### config.mk
export PLATFORM = sky130hd
export DESIGN_NAME = rmi_mac
export DESIGN_NICKNAME = d
export VERILOG_FILES = /design/src/sv/rmi_pkg.sv /design/src/sv/rmi_mac.sv
export SDC_FILE = /design/constraint.sdc
export NUM_CORES = 1
export LEC_CHECK = 0
export BUFFER_PORTS_ARGS = -buffer_cell sky130_fd_sc_hd__buf_2
export CAP_MARGIN = 25
export CELL_PAD_IN_SITES_DETAIL_PLACEMENT = 1
export CELL_PAD_IN_SITES_GLOBAL_PLACEMENT = 2
export CORE_MARGIN = 5
export CORE_UTILIZATION = 40
export CTS_BUF_LIST = sky130_fd_sc_hd__clkbuf_16
export DETAILED_ROUTE_END_ITERATION = 16
export GPL_TIMING_DRIVEN = 0
export PLACE_DENSITY = 0.82
export SKIP_LAST_GASP = 1
export SYNTH_ARGS = -nofsm -noshare
export SYNTH_HDL_FRONTEND = slang
export SYNTH_SLANG_ARGS = --single-unit
### constraint.sdc
create_clock -name clk -period 17.75 [get_ports clk]
set_input_delay 1.775 -clock clk [delete_from_list [all_inputs] [get_ports clk]]
set_output_delay 1.775 -clock clk [all_outputs]
set_load 0.02 [all_outputs]
### src/sv/rmi_pkg.sv
// Package for the fully connected ReLU network inference block.
// Holds item structs, request codes, sizes and fixed-point constants; no dependencies.
package rmi_pkg;

  localparam int MAX_LAYERS = 4;
  localparam int MAX_WIDTH  = 16;
  localparam int DATA_BITS  = 16;
  localparam int FRAC_BITS  = 8;

  typedef enum logic [1:0] {
    REQ_WEIGHT  = 2'd0,
    REQ_BIAS    = 2'd1,
    REQ_FEATURE = 2'd2,
    REQ_NONE    = 2'd3
  } req_t;

  typedef enum logic [2:0] {
    REG_LAYER_COUNT = 3'd0,
    REG_IN_FEATURES = 3'd1,
    REG_WIDTH0      = 3'd2,
    REG_WIDTH1      = 3'd3,
    REG_WIDTH2      = 3'd4,
    REG_WIDTH3      = 3'd5
  } reg_t;

  typedef struct packed {
    logic [1:0]         req_type;
    logic [1:0]         layer_sel;
    logic [3:0]         row_sel;
    logic [3:0]         col_sel;
    logic signed [15:0] data_value;
    logic               last_feature;
  } in_item_t;

  typedef struct packed {
    logic signed [15:0] out_value;
    logic [3:0]         out_index;
    logic               status;
    logic               last_out;
  } out_item_t;

endpackage

### src/sv/rmi_mac.sv
// Shared multiply-accumulate unit with rounding, saturation and ReLU.
// Depends on rmi_pkg for FRAC_BITS.
module rmi_mac #(
  parameter int DATA_BITS = 16
) (
  input  logic                        clk,
  input  logic                        clear,
  input  logic signed [DATA_BITS-1:0] bias,
  input  logic                        mul_en,
  input  logic signed [DATA_BITS-1:0] a,
  input  logic signed [DATA_BITS-1:0] b,
  input  logic                        acc_en,
  input  logic                        relu,
  output logic signed [DATA_BITS-1:0] result
);
  localparam int PW = 2 * DATA_BITS;
  localparam int AW = PW + 6;

  logic signed [PW-1:0] prod;
  logic signed [AW-1:0] acc;
  logic signed [AW-1:0] rnd;
  logic signed [AW-1:0] shr;
  logic signed [AW-1:0] hi;
  logic signed [AW-1:0] lo;
  logic signed [DATA_BITS-1:0] sat;

  always_ff @(posedge clk) begin
    if (mul_en) begin
      prod <= a * b;
    end
    if (clear) begin
      acc <= AW'(bias) <<< rmi_pkg::FRAC_BITS;
    end else if (acc_en) begin
      acc <= acc + AW'(prod);
    end
  end

  always_comb begin
    hi  = AW'((64'sd1 <<< (DATA_BITS - 1)) - 64'sd1);
    lo  = -(AW'(64'sd1 <<< (DATA_BITS - 1)));
    rnd = acc + AW'(1 <<< (rmi_pkg::FRAC_BITS - 1));
    shr = rnd >>> rmi_pkg::FRAC_BITS;
    if (shr > hi) begin
      sat = hi[DATA_BITS-1:0];
    end else if (shr < lo) begin
      sat = lo[DATA_BITS-1:0];
    end else begin
      sat = shr[DATA_BITS-1:0];
    end
    result = (relu && sat[DATA_BITS-1]) ? '0 : sat;
  end
endmodule

**Word-level counts from Yosys, hierarchy flattened**

Index checks and enable logic that the tools add are counted.
W data, S select, Z words.

- Multiplexer cells: 5
- Order comparisons: 2
- Reduce and logical (&&, ||, !) cells: 2
- $mul: 1
- Add/sub/neg operators: 2

Operator list:

| operator | count |
|---|---|
| $mux W38 | 2 |
| $mux W16 | 3 |
| $add A38 B32 Y38 | 1 |
| $add A38 B9 Y38 const B | 1 |
| $mul A16 B16 Y32 | 1 |
| $gt A30 B16 Y1 const B | 1 |
| $lt A30 B16 Y1 const B | 1 |
| $reduce_bool A2 Y1 | 1 |
| $logic_and A1 B1 Y1 | 1 |

- Bits of input ports: 53
- Output and inout port bits: 16
- Register bits after elaboration: 70

**Longest topological paths before layout**

Gate-level depths: netlist (run 1).

- Word-level depth: 6
- Mapped depth: 24
- Mapped depth without buffers: 23

**Worst setup path before layout (run 1)**

No wires, ideal clock.

- Kind: in2reg
- From: in a[15]
- To: reg prod[31], data pin
- Setup slack: 10247 ps
- Path buffers: 1
- Cell stages on the path: 19
- Arrival time: 7226 ps
- Cells stage by stage: clkbuf_1 > nand2_1 > fa_1 > inv_1 > fa_1 > inv_1 > fa_1 > inv_1 > fa_1 > inv_1 > fa_1 > fa_1 > xor2_1 > xnor2_1 > xnor2_1 > xnor2_1 > and3_1 > a2111oi_0 > o211ai_1

- Longest elaborated chain between the ends: 1

RTL lines:

| what | line | source |
|---|---|---|
| from (decl) | rmi_mac.sv:10 | `input logic signed [DATA_BITS-1:0] a,` |
| $mul A16 B16 Y32 | rmi_mac.sv:29 | `prod <= a * b;` |
| to (signal assigned) | rmi_mac.sv:29 |  |
| to (decl) | rmi_mac.sv:19 | `logic signed [PW-1:0] prod;` |

Every way passes these cells.
A chain may end at the register's enable or synchronous reset.

**Worst setup path in the final report (run 1)**

- From: in a[5]
- To: reg prod[31], data pin

The elaborated chain is that of the path after synthesis.

==> flow_summary.toml, run 1 <==
[setup_path]
cp_max_fo = 10
slowest_stage = "clkbuf_1"
cpMostUsedCell = "fa_1"
required_ns = 17.93
cp_data_arrival_time_ns = 8.37
crit_type = "input pin to flip-flop"
start_kind = "input pin"
cpPeakStageDelay_ns = 0.58
cp-end-kind = "flip-flop"
cp_cell_sequence = "buf_2, clkbuf_1, nand2_1, fa_1, inv_1, fa_1, inv_1, fa_1, inv_1, fa_1, fa_1, inv_1, fa_1, inv_1, ha_1, clkbuf_1, nand4_1, a211oi_1, a21oi_1, nor2b_1, a31oi_1, o2111a_1, or3_1, o211ai_1"

[sta]
rsz0062_at_grt = "false"
relSlewSlack = 0.505
final_max_slew_viol_count = 0
hold_violations = 0
fin_crit_sh = 0.461
fin_crit_ns = 8.19
finalClockSkew_ns = 0.00787
worst_slew_pin_slew_ns = 0.742
fin_tns_setup_ns = 0
clock.fmax_mhz = 122
setup_viol = 0

[placed_design]
portBuffers = 67
post-dp-hpwl_um = 35300
finalWeightedCongestion = 0.894

[synthesis]
yosysMostFrequentCell = "inv_1"
synth_top_cell_by_area = "fa_1"
synth_seq_cells = 70
yosys.cell_types.count = 83
async_flop_share = 0
seq_area_frac_synth = 0.132
synth_edf_count = 62
synthFlopType = "edfxtp_1"
syn-num-nets = 2110
netlist_area_um2 = 15300
syn_inst = 1674
synth_top_area_share = 0.344
synth_area_leaders = "fa_1 (34%), edfxtp_1 (12%), ha_1 (9.8%), inv_1 (8.6%), and2_1 (5.3%)"
synth_warnings = 0
syn_area_per_cell_um2 = 9.15
synth_top_cells_by_count = "inv_1 (352), fa_1 (263), nand2_1 (165), and2_1 (130), ha_1 (120)"

[drt]
drc_errors = 0
drt-total-wl_um = 40400
drt-pass1-iter-count = 5
routed_via_density = 5.08
num_vias = 11500
ant_nets = 0
drtIter0Drc = 426
post_drt_wl_per_cell_um = 17.8

[floorplanning]
row_count = 71
fp.dieW_um = 206
io_pins = 69
initial_utilization = 0.406
core_um2 = 37800
die-area_um2 = 42300
die_h_um = 206

[cts]
cts-resized-gates = 0
cts.path.max_buffers = 2
cts-buffers-inserted = 9
htree_levels = 3
cts_setup_buffers = 0
cts_hold_buf = 0
cts_tree = "done"
cts.sinks = 70
path_clk_slew_ns = 0.06
ctsRootBufferMaster = "clkbuf_16"
clk_latency_ns = 0.35

[global_routing]
grt_usage = 0.201
grt_max_degree = 33
grt-ovfl-total = 0
antenna_found_initial = 1
grt_pass1_vias = 12800
grt_pass1_wl_um = 67700

[final_layout]
drive_above_1_share = 0.0706
layout.nets = 2188
num_antenna_cells = 0
syn_to_final_growth_pct = 8.25

[job]
max-cap-violations = 0

[status]
status = "complete, no violations"

[min_path]
min_path_type = "flip-flop to flip-flop"
cell families after synthesis:
group | after synthesis | synth area share
multiplexers | 9 | 0.00604
AO/OA/AOI/OAI | 258 | 0.115
AND/OR/NAND/NOR | 468 | 0.158
adder cells (fa/ha/maj) | 383 | 0.442
XOR/XNOR | 83 | 0.0474
buffers and inverters | 403 | 0.0997
flip-flops | 70 | 0.132
registers in the layout, indices dropped and copies added (netlist names):
signal and count:
prod 32, acc 38
final timing paths:
check                             start        to  slack, ns  depth (start not counted)
worst max-delay path               a[5]  prod[31]       9.56                         24
worst min-delay path             acc[5]    acc[5]       0.50                          2
worst max register to register  acc[23]   acc[30]      14.41                         11
worst min register to register   acc[5]    acc[5]       0.50                          2
cells in the final DEF (no fill, tap or decap), drive strengths merged, types with 56 or more instances in the layout:
| cell | count |
|---|---|
| o21ai | 74 |
| inv | 352 |
| nor2 | 61 |
| ha | 120 |
| and2 | 130 |
| fa | 263 |
| nand2 | 166 |
| a21oi | 56 |
| edfxtp | 62 |
| buf | 74 |
metal layers:
metal | global-route usage | part of all wire | wire, um | up-vias
li1 | - | - | - | 5455
met1 | 0.274 | 0.47 | 19000 | 5841
met4 | 0.0486 | 0.023 | 933 | 2
met2 | 0.346 | 0.48 | 19200 | 190
met5 | 0 | 0.00032 | 13 | -
met3 | 0.0184 | 0.031 | 1260 | 44
final cells by class:
| type | count | area [um2] |
|---|---|---|
| Sequential cell | 70 | 2020 |
| Inverter | 352 | 1320 |
| Buffer | 51 | 206 |
| Fill cell | 4489 | 21200 |
| Multi-Input combinational cell | 1201 | 11800 |
| Clock inverter | 7 | 65.1 |
| Clock buffer | 9 | 225 |
| Tap cell | 511 | 639 |
| Timing Repair Buffer | 67 | 335 |
critical path: cells and delay by family:
kind | cells | cell delay (ns)
adders and majority gates | 7 | 3.34
AOI/OAI and AO/OA | 5 | 0.92
buffers and inverters | 8 | 1.32
and+or+nand+nor | 4 | 0.98
stage by stage:
stage                     std cells  worst slack, ns  utilization  cell area (um2)  hold slack [ns]
after global placement         2252             9.24        0.432            16300            0.477
after global routing           2268             8.97        0.439            16600            0.549
after floorplan                1674            10.25            -            15300            0.465
final                          2268             9.56        0.439            16600            0.503
after CTS                      2268             9.51        0.439            16600            0.510
after detailed placement       2252             9.15        0.432            16300            0.493
Power of run 1 is not shown: default switching activity piles up to over one toggle a cycle in this logic, so the estimate is an artifact.
==> run 2, diff against run 1 <==
Settings changed: ABC_AREA set to 1, CORE_UTILIZATION 40 to 38, PLACE_DENSITY 0.82 to 0.84.
Clock period 17.75 ns to 8.3 ns, I/O delays scaled along.
==> flow_summary.toml, run 2 <==
[status]
status = "complete, no violations"

[sta]
final_max_slew_viol_count = 0
rsz0062_at_grt = "false"
clock.fmax_mhz = 130
fin_crit_sh = 0.927
fin_tns_setup_ns = 0
setup_viol = 0
finalClockSkew_ns = 0.0107
relSlewSlack = 0.457
worst_slew_pin_slew_ns = 0.806
fin_crit_ns = 7.70
hold_violations = 0

[cts]
cts_hold_buf = 0
cts_setup_buffers = 0
cts-resized-gates = 0
ctsRootBufferMaster = "clkbuf_16"
cts.sinks = 70
cts-buffers-inserted = 9
cts_tree = "done"
htree_levels = 3
clk_latency_ns = 0.35
path_clk_slew_ns = 0.06
cts.path.max_buffers = 2

[final_layout]
reg_top3 = "acc x38, prod x32"
num_antenna_cells = 0
final_area_um2 = 17600
layout_commonest_cell = "inv_1"
regMostFlops = "acc"
final_cell_mix = "inv_1 (566), nand2_1 (560), fa_1 (263)"
largest_reg_flops = 38
layout.nets = 2712
drive_above_1_share = 0.0395
num-fill-cells = 5466
syn_to_final_growth_pct = 7.74

[synthesis]
syn_inst = 2224
seq_area_frac_synth = 0.124
async_flop_share = 0
synth_warnings = 0
synth_top_area_share = 0.322
yosysMostFrequentCell = "inv_1"
synth_top_cell_by_area = "fa_1"
synth_area_leaders = "fa_1 (32%), inv_1 (13%), nand2_1 (13%), edfxtp_1 (11%), ha_1 (9.2%)"
synthFlopType = "edfxtp_1"
syn_area_per_cell_um2 = 7.36
yosys.cell_types.count = 38
netlist_area_um2 = 16400
synth_top_cells_by_count = "inv_1 (566), nand2_1 (560), fa_1 (263), nor2_1 (171), ha_1 (120)"
synth_edf_count = 62
synth_seq_cells = 70
syn-num-nets = 2660

[drt]
drt-total-wl_um = 52100
num_vias = 14000
ant_nets = 0
drt-pass1-iter-count = 5
drc_errors = 0
top_layer_used = "met4"
m1WireLength_um = 21900
wl_met3_um = 1220
drtIter0Drc = 606
routed_via_density = 4.88
post_drt_wl_per_cell_um = 18.2
wl_met2_um = 27600

[min_path]
min_path_type = "flip-flop to flip-flop"
hp-start = "acc[0]"
min_to = "acc[0]"
hold_depth = 2

[floorplanning]
io_pins = 69
initial_utilization = 0.382
row_count = 76
fp.dieW_um = 218
core_um2 = 42900
die_h_um = 218
die-area_um2 = 47300

[setup_path]
reg2reg_to = "acc[26]"
r2r.worst_path.cells = 12
start_kind = "input pin"
crit_type = "input pin to flip-flop"
cp_data_arrival_time_ns = 7.78
cp_max_fo = 10
required_ns = 8.38
r2r_start = "prod[0]"
cp-end-kind = "flip-flop"
r2r_setup_slack_ns = 5.24

[placed_design]
post-dp-hpwl_um = 46400
portBuffers = 40
placed_cell_area_um2 = 17300
finalWeightedCongestion = 0.889

[global_routing]
grt-ovfl-total = 0
antenna_found_initial = 0
grt_pass1_wl_um = 83900
grt_usage = 0.226
grt_pass1_vias = 15700
grt_max_degree = 33

[job]
max-cap-violations = 0
[run 2: cell count changes after synthesis, sizes merged, moves of 22 or more]
cell    change
a21oi      +47
and2      -130
clkbuf     +22
inv       +215
nand2     +399
nand3      +34
nor2      +117
xnor2      -27
[run 2: stage by stage]
step | setup slack (ns) | instances | utilization | hold slack, ns
after CTS | 0.556 | 2866 | 0.411 | 0.484
after floorplan | 1.66 | 2224 | - | 0.442
after detailed placement | 0.201 | 2850 | 0.404 | 0.476
after global routing | 0.265 | 2866 | 0.411 | 0.506
after global placement | 0.387 | 2849 | 0.403 | 0.453
final | 0.602 | 2866 | 0.411 | 0.479
[run 2: kinds of logic after synthesis]
group,share of synthesized area
AOI/OAI and AO/OA,0.0783
DFF,0.124
and+or+nand+nor,0.208
adders and majority gates,0.413
buffers and inverters,0.147
xor gates and xnor gates,0.0305
[run 2: worst max path at each step]
stage | start | end | depth (start not counted)
floorplan | b[5] | prod[31] | 22
global placement | b[5] | prod[31] | 20
detailed placement | b[5] | prod[31] | 20
CTS | b[5] | prod[31] | 20
global route | b[5] | prod[31] | 22
finish | b[5] | prod[31] | 22
[run 2: metal layers]
layer / GRT usage / vias to the layer above
li1: - / 6725
met1: 0.274 / 6984
met2: 0.431 / 210
met3: 0.0155 / 62
met4: 0.0598 / 0
met5: 0 / -
[run 2: critical path: stages]
cell	delay, ns
clkbuf_1	0.29
clkbuf_1	0.56
nand2_1	0.26
fa_1	0.62
inv_1	0.08
fa_1	1.01
inv_1	0.14
fa_1	0.62
inv_1	0.09
fa_1	0.53
inv_1	0.06
fa_1	0.50
fa_1	0.63
inv_1	0.07
ha_1	0.36
nand2_1	0.10
nor2_1	0.18
nand4_1	0.20
nor4_1	0.21
nand2_1	0.10
o211ai_1	0.21
xor2_1	0.11
[run 2: area by class of cell]
class | count | area, um2 | share of cell area
Buffer | 69 | 273 | 0.0155
Clock buffer | 9 | 225 | 0.0128
Clock inverter | 7 | 88.8 | 0.00504
Inverter | 568 | 2130 | 0.121
Multi-Input combinational cell | 1517 | 11900 | 0.677
Sequential cell | 70 | 2020 | 0.115
Tap cell | 585 | 732 | 0.0415
Timing Repair Buffer | 41 | 220 | 0.0125
Power of run 2 is left out for the same reason.
