**src/sv/rmi_ram.sv**
```systemverilog
// Generic single-port-write, single-port-read RAM with registered read data.
// No dependencies.
module rmi_ram #(
  parameter int WIDTH = 16,
  parameter int DEPTH = 64
) (
  input  logic                     clk,
  input  logic                     we,
  input  logic [$clog2(DEPTH)-1:0] waddr,
  input  logic [WIDTH-1:0]         wdata,
  input  logic [$clog2(DEPTH)-1:0] raddr,
  output logic [WIDTH-1:0]         rdata
);
  logic [WIDTH-1:0] mem [DEPTH];

  always_ff @(posedge clk) begin
    if (we) begin
      mem[waddr] <= wdata;
    end
    rdata <= mem[raddr];
  end
endmodule

```
**config.mk**
```make
export PLATFORM = sky130hd
export DESIGN_NAME = rmi_ram
export DESIGN_NICKNAME = d
export VERILOG_FILES = /design/src/sv/rmi_ram.sv
export SDC_FILE = /design/constraint.sdc
export NUM_CORES = 1
export LEC_CHECK = 0
export BUFFER_PORTS_ARGS = -buffer_cell sky130_fd_sc_hd__buf_2
export CORE_MARGIN = 3
export CORE_UTILIZATION = 41
export CTS_CLUSTER_SIZE = 25
export DETAILED_ROUTE_END_ITERATION = 8
export SLEW_MARGIN = 20
export SYNTH_ARGS = -nofsm -noshare
export SYNTH_HDL_FRONTEND = slang
export SYNTH_SLANG_ARGS = --single-unit
```
**constraint.sdc**
```tcl
create_clock -name clk -period 2.6 [get_ports clk]
set_clock_uncertainty 0.05 [all_clocks]
set_input_delay 0.13 -clock clk [delete_from_list [all_inputs] [get_ports clk]]
set_output_delay 0.13 -clock clk [all_outputs]
set_load 0.01 [all_outputs]
```
Word-level counts from Yosys, hierarchy flattened
Memories as Yosys holds them, arrays and structs flattened. A register that Yosys moved wholly into a read port is not among the register bits.
Index checks and enable logic that the tools add are counted.
{"block": "classes", "n_mux": 2}
{"cell": "$mux W1", "n": 2}
{"block": "totals", "ff_bits": 0, "ram_bits": 1024, "output_inout_bits": 16, "memories": 1, "wordCells": 3, "in_bits": 30}
{"name": "mem", "words": 64, "width": 16, "rd": 1, "rd_ports_with_merged_regs": 1, "write_ports": 1, "line": "14", "text": "logic [WIDTH-1:0] mem [DEPTH];"}

Depth between registers and ports, before layout
Gate-level depths: netlist (run 1).
{"block": "depth", "depth_word": 2, "mapped_depth": 10, "ltp_nobuf": 5}

Least setup slack after synthesis (run 1)
OpenSTA, ideal clock, no wires.
{"block": "synth_path", "path_kind": "input-to-reg", "from": "in waddr[3]", "to": "mem mem[48][0], enable pin", "path_slack_ns": 0.385, "t_arrival_ns": 1.756, "required_time_ns": 2.141, "path_buffers": 1, "cell_stages": 4, "cell_sequence": "clkbuf_1 -> nor2b_1 -> nand4b_1 -> nor3_1"}
{"element": "start, declared", "line": "9", "text": "input logic [$clog2(DEPTH)-1:0] waddr,"}
{"element": "end, declared", "line": "14"}
Straight into the memory's write port.

==> results of run 1 <==
==> power groups by stage <==
stage | Clock (uW) | Sequential (uW) | Combinational, uW
final | 14400 | 18600 | 1830
after detailed placement | 0 | 19000 | 1850
after global placement | 0 | 19000 | 1820
after CTS | 14700 | 18600 | 1860
after global routing | 15300 | 18600 | 1940
after floorplan | 0 | 19000 | 961
==> metal layers <==
layer / vias to the layer above / global-route usage, % / routed length (um)
met3: 151 / 2.83 / 5810
met5: - / 0 / 30
li1: 8182 / - / -
met1: 10411 / 27.3 / 41500
met4: 4 / 5.19 / 2390
met2: 666 / 30.7 / 47200
==> area by class of cell <==
type / instances / area [um^2]
flip-flops and latches: 1040 / 31100
well taps: 1265 / 1580
fillers: 7794 / 49700
clock buffers: 129 / 2750
clock inverters: 60 / 510
multi-input cells: 685 / 8250
diodes: 3 / 7.51
repair buffers: 245 / 1960
==> metrics by stage <==
step	utilization (%)	total power, uW	instance area, um^2	setup slack, ns
detailed placement	44.7	20800	42800	-0.131
global placement	44.7	20800	42800	-0.124
CTS	48.1	35100	46100	0.327
floorplan	-	19900	40000	0.385
global route	48.1	35900	46100	0.278
finish	48.1	34900	46100	0.315
==> placed cells by master, fill, tap and decap left out, types with 8 or more instances in the layout <==
| master | n |
|---|---|
| edfxtp_1 | 1024 |
| mux4_2 | 220 |
| buf_4 | 180 |
| clkbuf_16 | 104 |
| mux2i_1 | 85 |
| nor2_1 | 72 |
| nand2_1 | 59 |
| buf_2 | 42 |
| a22oi_1 | 39 |
| nor2b_1 | 29 |
| mux2_2 | 27 |
| nand3_1 | 24 |
| clkinv_2 | 24 |
| clkinv_1 | 22 |
| clkbuf_1 | 20 |
| a21oi_1 | 17 |
| a221oi_1 | 16 |
| buf_12 | 16 |
| dfxtp_1 | 16 |
| nand4_1 | 12 |
| a211o_1 | 8 |
| a31oi_1 | 8 |
| a211oi_1 | 8 |
| a311oi_1 | 8 |
| bufinv_16 | 8 |
==> registers in the layout, summed over array words and instances (netlist names) <==
| name | cells |
|---|---|
| rdata | 16 |
| mem | 1024 |
==> worst max path at each step <==
stage                               from                    to  slack (ns)  depth (start not counted)
floorplan                       waddr[3]  mem[48][0]$_DFFE_PP_        0.39                          4
global placement                raddr[0]      rdata[4]$_DFF_P_       -0.12                          8
finish              mem[10][4]$_DFFE_PP_      rdata[4]$_DFF_P_        0.31                          6
detailed placement              raddr[0]      rdata[4]$_DFF_P_       -0.13                          8
CTS                 mem[10][4]$_DFFE_PP_      rdata[4]$_DFF_P_        0.33                          6
global route        mem[10][4]$_DFFE_PP_      rdata[4]$_DFF_P_        0.28                          6
==> cells in the mapped netlist (3+ instances only) <==
cell,n
a211o_1,8
a211oi_1,8
a21oi_1,17
a221o_1,6
a221oi_1,16
a22o_1,6
a22oi_1,39
a311oi_1,8
a31oi_1,8
a41oi_1,5
and4_1,5
buf_1,3
buf_12,5
buf_2,36
buf_4,13
buf_6,17
buf_8,3
clkbuf_1,24
dfxtp_1,16
edfxtp_1,1024
mux2_2,27
mux2i_1,85
mux4_1,4
mux4_2,220
nand2_1,59
nand2b_1,3
nand3_1,24
nand4_1,12
nor2_1,72
nor2b_1,30
nor4_2,3
o21ai_0,5
o21ai_1,3
==> kinds of logic (layout without fill, tap and decap cells) <==
group / Yosys count / after routing
DFF: 1040 / 1040
muxes: 336 / 336
and+or+nand+nor: 220 / 220
AOI/OAI and AO/OA: 129 / 129
buffers and inverters: 104 / 434
other: 0 / 3
==> reports/summary.md, run 1 <==
### CTS
- **number of buffers added by the clock tree synthesis step** 102
- **buffers from clock root to sink, at most** 3
- **cell at the root of the clock tree** clkbuf_16
- **Worst-path clk slew** 0.06 ns
- **clock latency reported for the late side of the worst-skew pair** 0.66 ns
- **CTS resizes** 0
- **H-Tree Depth** 3
- **post-CTS setup buffer count** 0
- **TritonCTS clock tree** built
- **hold buffer count at cts** 4
- **# clock sinks** 1040

### Logic synthesis
- **sequential element share of the synthesized area** 77.6%
- **Yosys top cell by area** edfxtp_1
- **number of distinct library cells after synthesis** 43
- **Compound-Gate Fraction of Synth Area** 2.41%
- **EDFF count, synth** 1024
- **xor and xnor fraction of the mapped netlist area** 0%
- **Synth top area share** 76.8%
- **portion of netlist area occupied by mux cells** 15.5%
- **synth warn** 0
- **Mapped Area** 40000 um^2
- **Synth area leaders** edfxtp_1, mux4_2, mux2i_1
- **area share of and/or/nand/nor cells after synthesis** 2.65%
- **nets in the synthesized netlist** 1859
- **Primary FF master, synth** edfxtp_1
- **proportion of register bits with asynchronous set or reset after synthesis** 0%
- **combinational family with the most area after synthesis** multiplexers
- **cells after synthesis** 1829
- **post-synthesis share of cell area spent on full adders, half adders and majority gates** 0%
- **register bit total from synthesis** 1040
- **Avg Inst Size Synth** 21.9 um^2

### STA
- **remaining max-slew budget at the tightest pin** 27.3%
- **Final Hold Slack** 0.0208 ns
- **minimum clock period after layout** 2.29 ns
- **setup tns final** 0 ns
- **pins over their slew limit** 0
- **Max Fclk** 438 MHz
- **number of setup violations in the final report** 0
- **Final Hold Violating Endpoints** 0
- **RSZ-0062 raised after global routing** no
- **Worst Max-Slew Pin Slew** 1.09 ns
- **Tcrit/Tclk final** 87.9%

### Floorplanning
- **Die ar.** 101000 um^2
- **io pins** 46
- **Die X-Extent** 319 um
- **floorplan row count** 113
- **placeable core region** 95900 um^2
- **vertical die dimension** 319 um
- **Initial Utilization** 41.8%

### Worst setup path
- **CP Capture Type** flip-flop
- **peak per-stage delay on the critical path** 0.54 ns
- **reg-to-reg critical path endpoint** rdata[4]$_DFF_P_
- **FF-to-FF Start** mem[10][4]$_DFFE_PP_
- **slowest cell on the critical path** a31oi_1
- **data arrival time at the worst-slack endpoint** 2.75 ns
- **cells on worst reg2reg path** 6
- **largest delay contributor family on the critical path** compound AO/OA/AOI/OAI gates
- **cell-by-cell listing of the critical path** mux4_2 > nor2b_1 > a211o_1 > a31oi_1 > buf_4 > a311oi_1
- **kind of critical path** flip-flop to flip-flop
- **register-to-register setup slack** 0.31 ns
- **startpoint type of the worst setup path** flip-flop
- **required time at the endpoint of the critical path** 3.07 ns
- **CP Buf/Inv Count** 1
- **Worst Path Max Fanout** 1

### Placement
- **total placed cells including tap cells** 3231
- **HPWL Detailed** 60500 um
- **global placement routability congestion** 0.855
- **Port Buf Inserts** 45

### Power
- **net switching power** 7320 uW
- **Comb pwr share** 5.3%
- **Switching Fraction** 21.0%
- **Static Leakage** 0.0148 uW
- **internal cell power** 27500 uW
- **maximum ir drop on the vdd rail** 559 uV
- **power per cell area** 755 nW/um^2
- **share of total power in sequential cells** 53.5%
- **part of the total power dissipated in the clock network** 41.3%

### Run status
- **result of the run** completed

### GRT
- **antenna violations before repair** 10
- **vias in the first global route** 19720
- **total global routing overflow** 0
- **pin count of the biggest net entering global routing** 65
- **overall track demand over capacity in global routing** 19.0%
- **global-route wire length before repair** 141000 um

### Layout
- **fraction of layout instances using a drive strength above 1** 29.9%
- **P&R area growth vs syn** 15.2%
- **Layout Cells excl Fill** 3427
- **number of nets in the final layout** 2104

### Detailed routing
- **routed vias/inst** 5.67
- **number of detailed-routing iterations run before antenna repair** 6
- **number of nets with antenna violations after routing** 0
- **residual DRC count** 0
- **detailed-route via count** 19414
- **Starting DRT DRC Count** 2073
- **Avg WL per Cell** 28.3 um
- **WL final** 96900 um

### Job
- **max-cap check violation count** 0

### Hold path
- **startpoint of the most critical hold path** wdata[4]
- **Worst Hold Path EP** mem[56][4]$_DFFE_PP_
- **cell depth of the worst hold path** 1
- **class of the tightest hold or removal check** input port to flip-flop

No activity file was read; power rests on OpenSTA's default activity.
==> run 2, diff against run 1 <==
Settings changed: CORE_MARGIN 3 to 1.5, HOLD_SLACK_MARGIN set to 0.12.
==> reports/summary.md, run 2 (synthesis gave the netlist of run 1 again) <==
### Layout
- **number of nets in the final layout** 2114, was 2104
- **fraction of layout instances using a drive strength above 1** 29.6%, was 29.9%
- **most common cell after layout, fill and taps aside** edfxtp_1, unchanged
- **P&R area growth vs syn** 16.4%, was 15.2%
- **Final Core Density** 48.2%, was 48.1%
- **most frequent cells in the layout** edfxtp_1, mux4_2, buf_4, unchanged
- **largest registers** mem: 1024 flops, rdata: 16 flops, unchanged
- **Layout Cells excl Fill** 3450, was 3427
- **number of flip-flops in the largest register** 1024, unchanged
- **Top reg by flops** mem, unchanged
- **ANT cells** 0, was 3

### CTS
- **# clock sinks** 1040, unchanged
- **number of buffers added by the clock tree synthesis step** 104, was 102
- **buffers from clock root to sink, at most** 3, unchanged
- **Worst-path clk slew** 0.06 ns, about the same
- **cell at the root of the clock tree** clkbuf_16, unchanged
- **clock latency reported for the late side of the worst-skew pair** 0.67 ns, was 0.66 ns
- **TritonCTS clock tree** built, unchanged
- **H-Tree Depth** 3, unchanged

### Worst setup path
- **worst setup path end** mem[50][13]$_DFFE_PP_, was rdata[4]$_DFF_P_
- **data arrival time at the worst-slack endpoint** 2.53 ns, was 2.75 ns
- **cells on worst reg2reg path** 6, unchanged
- **Worst Path Max Fanout** 15, was 1
- **FF-to-FF Start** mem[11][15]$_DFFE_PP_, was mem[10][4]$_DFFE_PP_
- **slowest cell on the critical path** dlygate4sd3_1, was a31oi_1
- **reg-to-reg critical path endpoint** rdata[15]$_DFF_P_, was rdata[4]$_DFF_P_
- **peak per-stage delay on the critical path** 0.69 ns, was 0.54 ns
- **cell-by-cell listing of the critical path** dlygate4sd3_1 > buf_2 > nand4b_1 > dlygate4sd3_1 > nor2_1 > buf_4, was mux4_2 > nor2b_1 > a211o_1 > a31oi_1 > buf_4 > a311oi_1
- **register-to-register setup slack** 0.38 ns, was 0.31 ns
- **cell occurring most often along the worst timing path** dlygate4sd3_1
- **startpoint type of the worst setup path** input port, was flip-flop
- **kind of critical path** input port to flip-flop, was flip-flop to flip-flop
- **required time at the endpoint of the critical path** 2.87 ns, was 3.07 ns
- **CP Capture Type** flip-flop, unchanged
- **start point of the critical path** waddr[4], was mem[10][4]$_DFFE_PP_

### STA
- **Final Hold Violating Endpoints** 0, unchanged
- **setup tns final** 0 ns, unchanged
- **Final Hold Slack** 0.132 ns, was 0.0208 ns
- **number of setup violations in the final report** 0, unchanged
- **Max Fclk** 443 MHz, was 438 MHz
- **Worst Max-Slew Pin Slew** 1.11 ns, was 1.09 ns
- **Tcrit/Tclk final** 86.8%, was 87.9%
- **remaining max-slew budget at the tightest pin** 26.0%, was 27.3%
- **worst setup margin** 0.344 ns, was 0.315 ns
- **RSZ-0062 raised after global routing** no, unchanged
- **pins over their slew limit** 0, unchanged
- **minimum clock period after layout** 2.26 ns, was 2.29 ns

### Floorplanning
- **Die X-Extent** 316 um, was 319 um
- **io pins** 46, unchanged
- **floorplan row count** 114, was 113
- **placeable core region** 96700 um^2, was 95900 um^2
- **Die ar.** 99500 um^2, was 101000 um^2
- **Initial Utilization** 41.4%, was 41.8%
- **vertical die dimension** 316 um, was 319 um

### Placement
- **Port Buf Inserts** 45, unchanged
- **global placement routability congestion** 0.826, was 0.855
- **HPWL Detailed** 61200 um, was 60500 um
- **worst setup slack before clock tree synthesis** 0.0359 ns, was -0.131 ns
- **total placed cells including tap cells** 3231, unchanged

### Detailed routing
- **number of detailed-routing iterations run before antenna repair** 5, was 6
- **Avg WL per Cell** 28.3 um, about the same
- **Starting DRT DRC Count** 1965, was 2073
- **residual DRC count** 0, unchanged
- **detailed-route via count** 19512, was 19414
- **number of nets with antenna violations after routing** 0, unchanged
- **WL final** 97800 um, was 96900 um
- **routed vias/inst** 5.66, was 5.67

### GRT
- **antenna violations before repair** 6, was 10
- **vias in the first global route** 19968, was 19720
- **overall track demand over capacity in global routing** 19.9%, was 19.0%
- **pin count of the biggest net entering global routing** 65, unchanged
- **global-route wire length before repair** 141000 um, about the same
- **total global routing overflow** 0, unchanged

### Job
- **max-cap check violation count** 0, unchanged

### Run status
- **result of the run** completed, unchanged

### Hold path
- **class of the tightest hold or removal check** input port to flip-flop, unchanged
- **cell depth of the worst hold path** 1, unchanged

### Power
- **power per cell area** 762 nW/um^2, was 755 nW/um^2
- **Static Leakage** 0.0150 uW, was 0.0148 uW
- **maximum ir drop on the vdd rail** 545 uV, was 559 uV

[run 2: worst min path at each step]
stage	startpoint	endpoint	slack, ns
2_1_floorplan	wdata[0]	mem[0][0]$_DFFE_PP_	0.18
3_3_place_gp	rdata[1]$_DFF_P_	rdata[1]	0.49
3_5_place_dp	rdata[1]$_DFF_P_	rdata[1]	0.49
4_1_cts	wdata[13]	mem[30][13]$_DFFE_PP_	0.13
5_1_grt	wdata[9]	mem[30][9]$_DFFE_PP_	0.18
6_report	wdata[13]	mem[29][13]$_DFFE_PP_	0.13
[run 2: power by group]
part           switching [uW]  internal [uW]
Sequential               63.4          18600
Clock                    6210           8800
Combinational            1140            748
Total                    7420          28100
[run 2: timing repair]
item | CTS | global route
endpoints found under the setup margin | 0 | 0
hold endpoints to repair | 376 | 64
hold buffers | 22 | 1
buffers inserted | 0 | 0
gates resized for setup | 0 | 0
[run 2: layer usage]
layer	GRT usage [%]	wire length [um]	vias up
li1	-	-	8207
met3	3.17	6470	164
met5	0	35	-
met4	6.08	2750	6
met2	32.2	47300	722
met1	27.9	41300	10413
[run 2: cell type report]
class	instances	area, um^2
fill	7863	50100
sequential	1040	31100
multi-input combinational	685	8250
clock buffer	135	2840
timing repair buffer	253	2250
tap	1276	1600
clock inverter	61	617
[run 2: critical path: cells and delay by family]
family,cells,cell delay (ns)
AND/OR/NAND/NOR,2,0.46
buffers and inverters,4,1.91
[run 2: per-stage QoR]
stage / power [uW] / cell area, um^2
floorplan: 19900 / 40000
global placement: 20800 / 42900
detailed placement: 20900 / 42900
CTS: 35800 / 46600
global route: 36500 / 46600
finish: 35500 / 46600
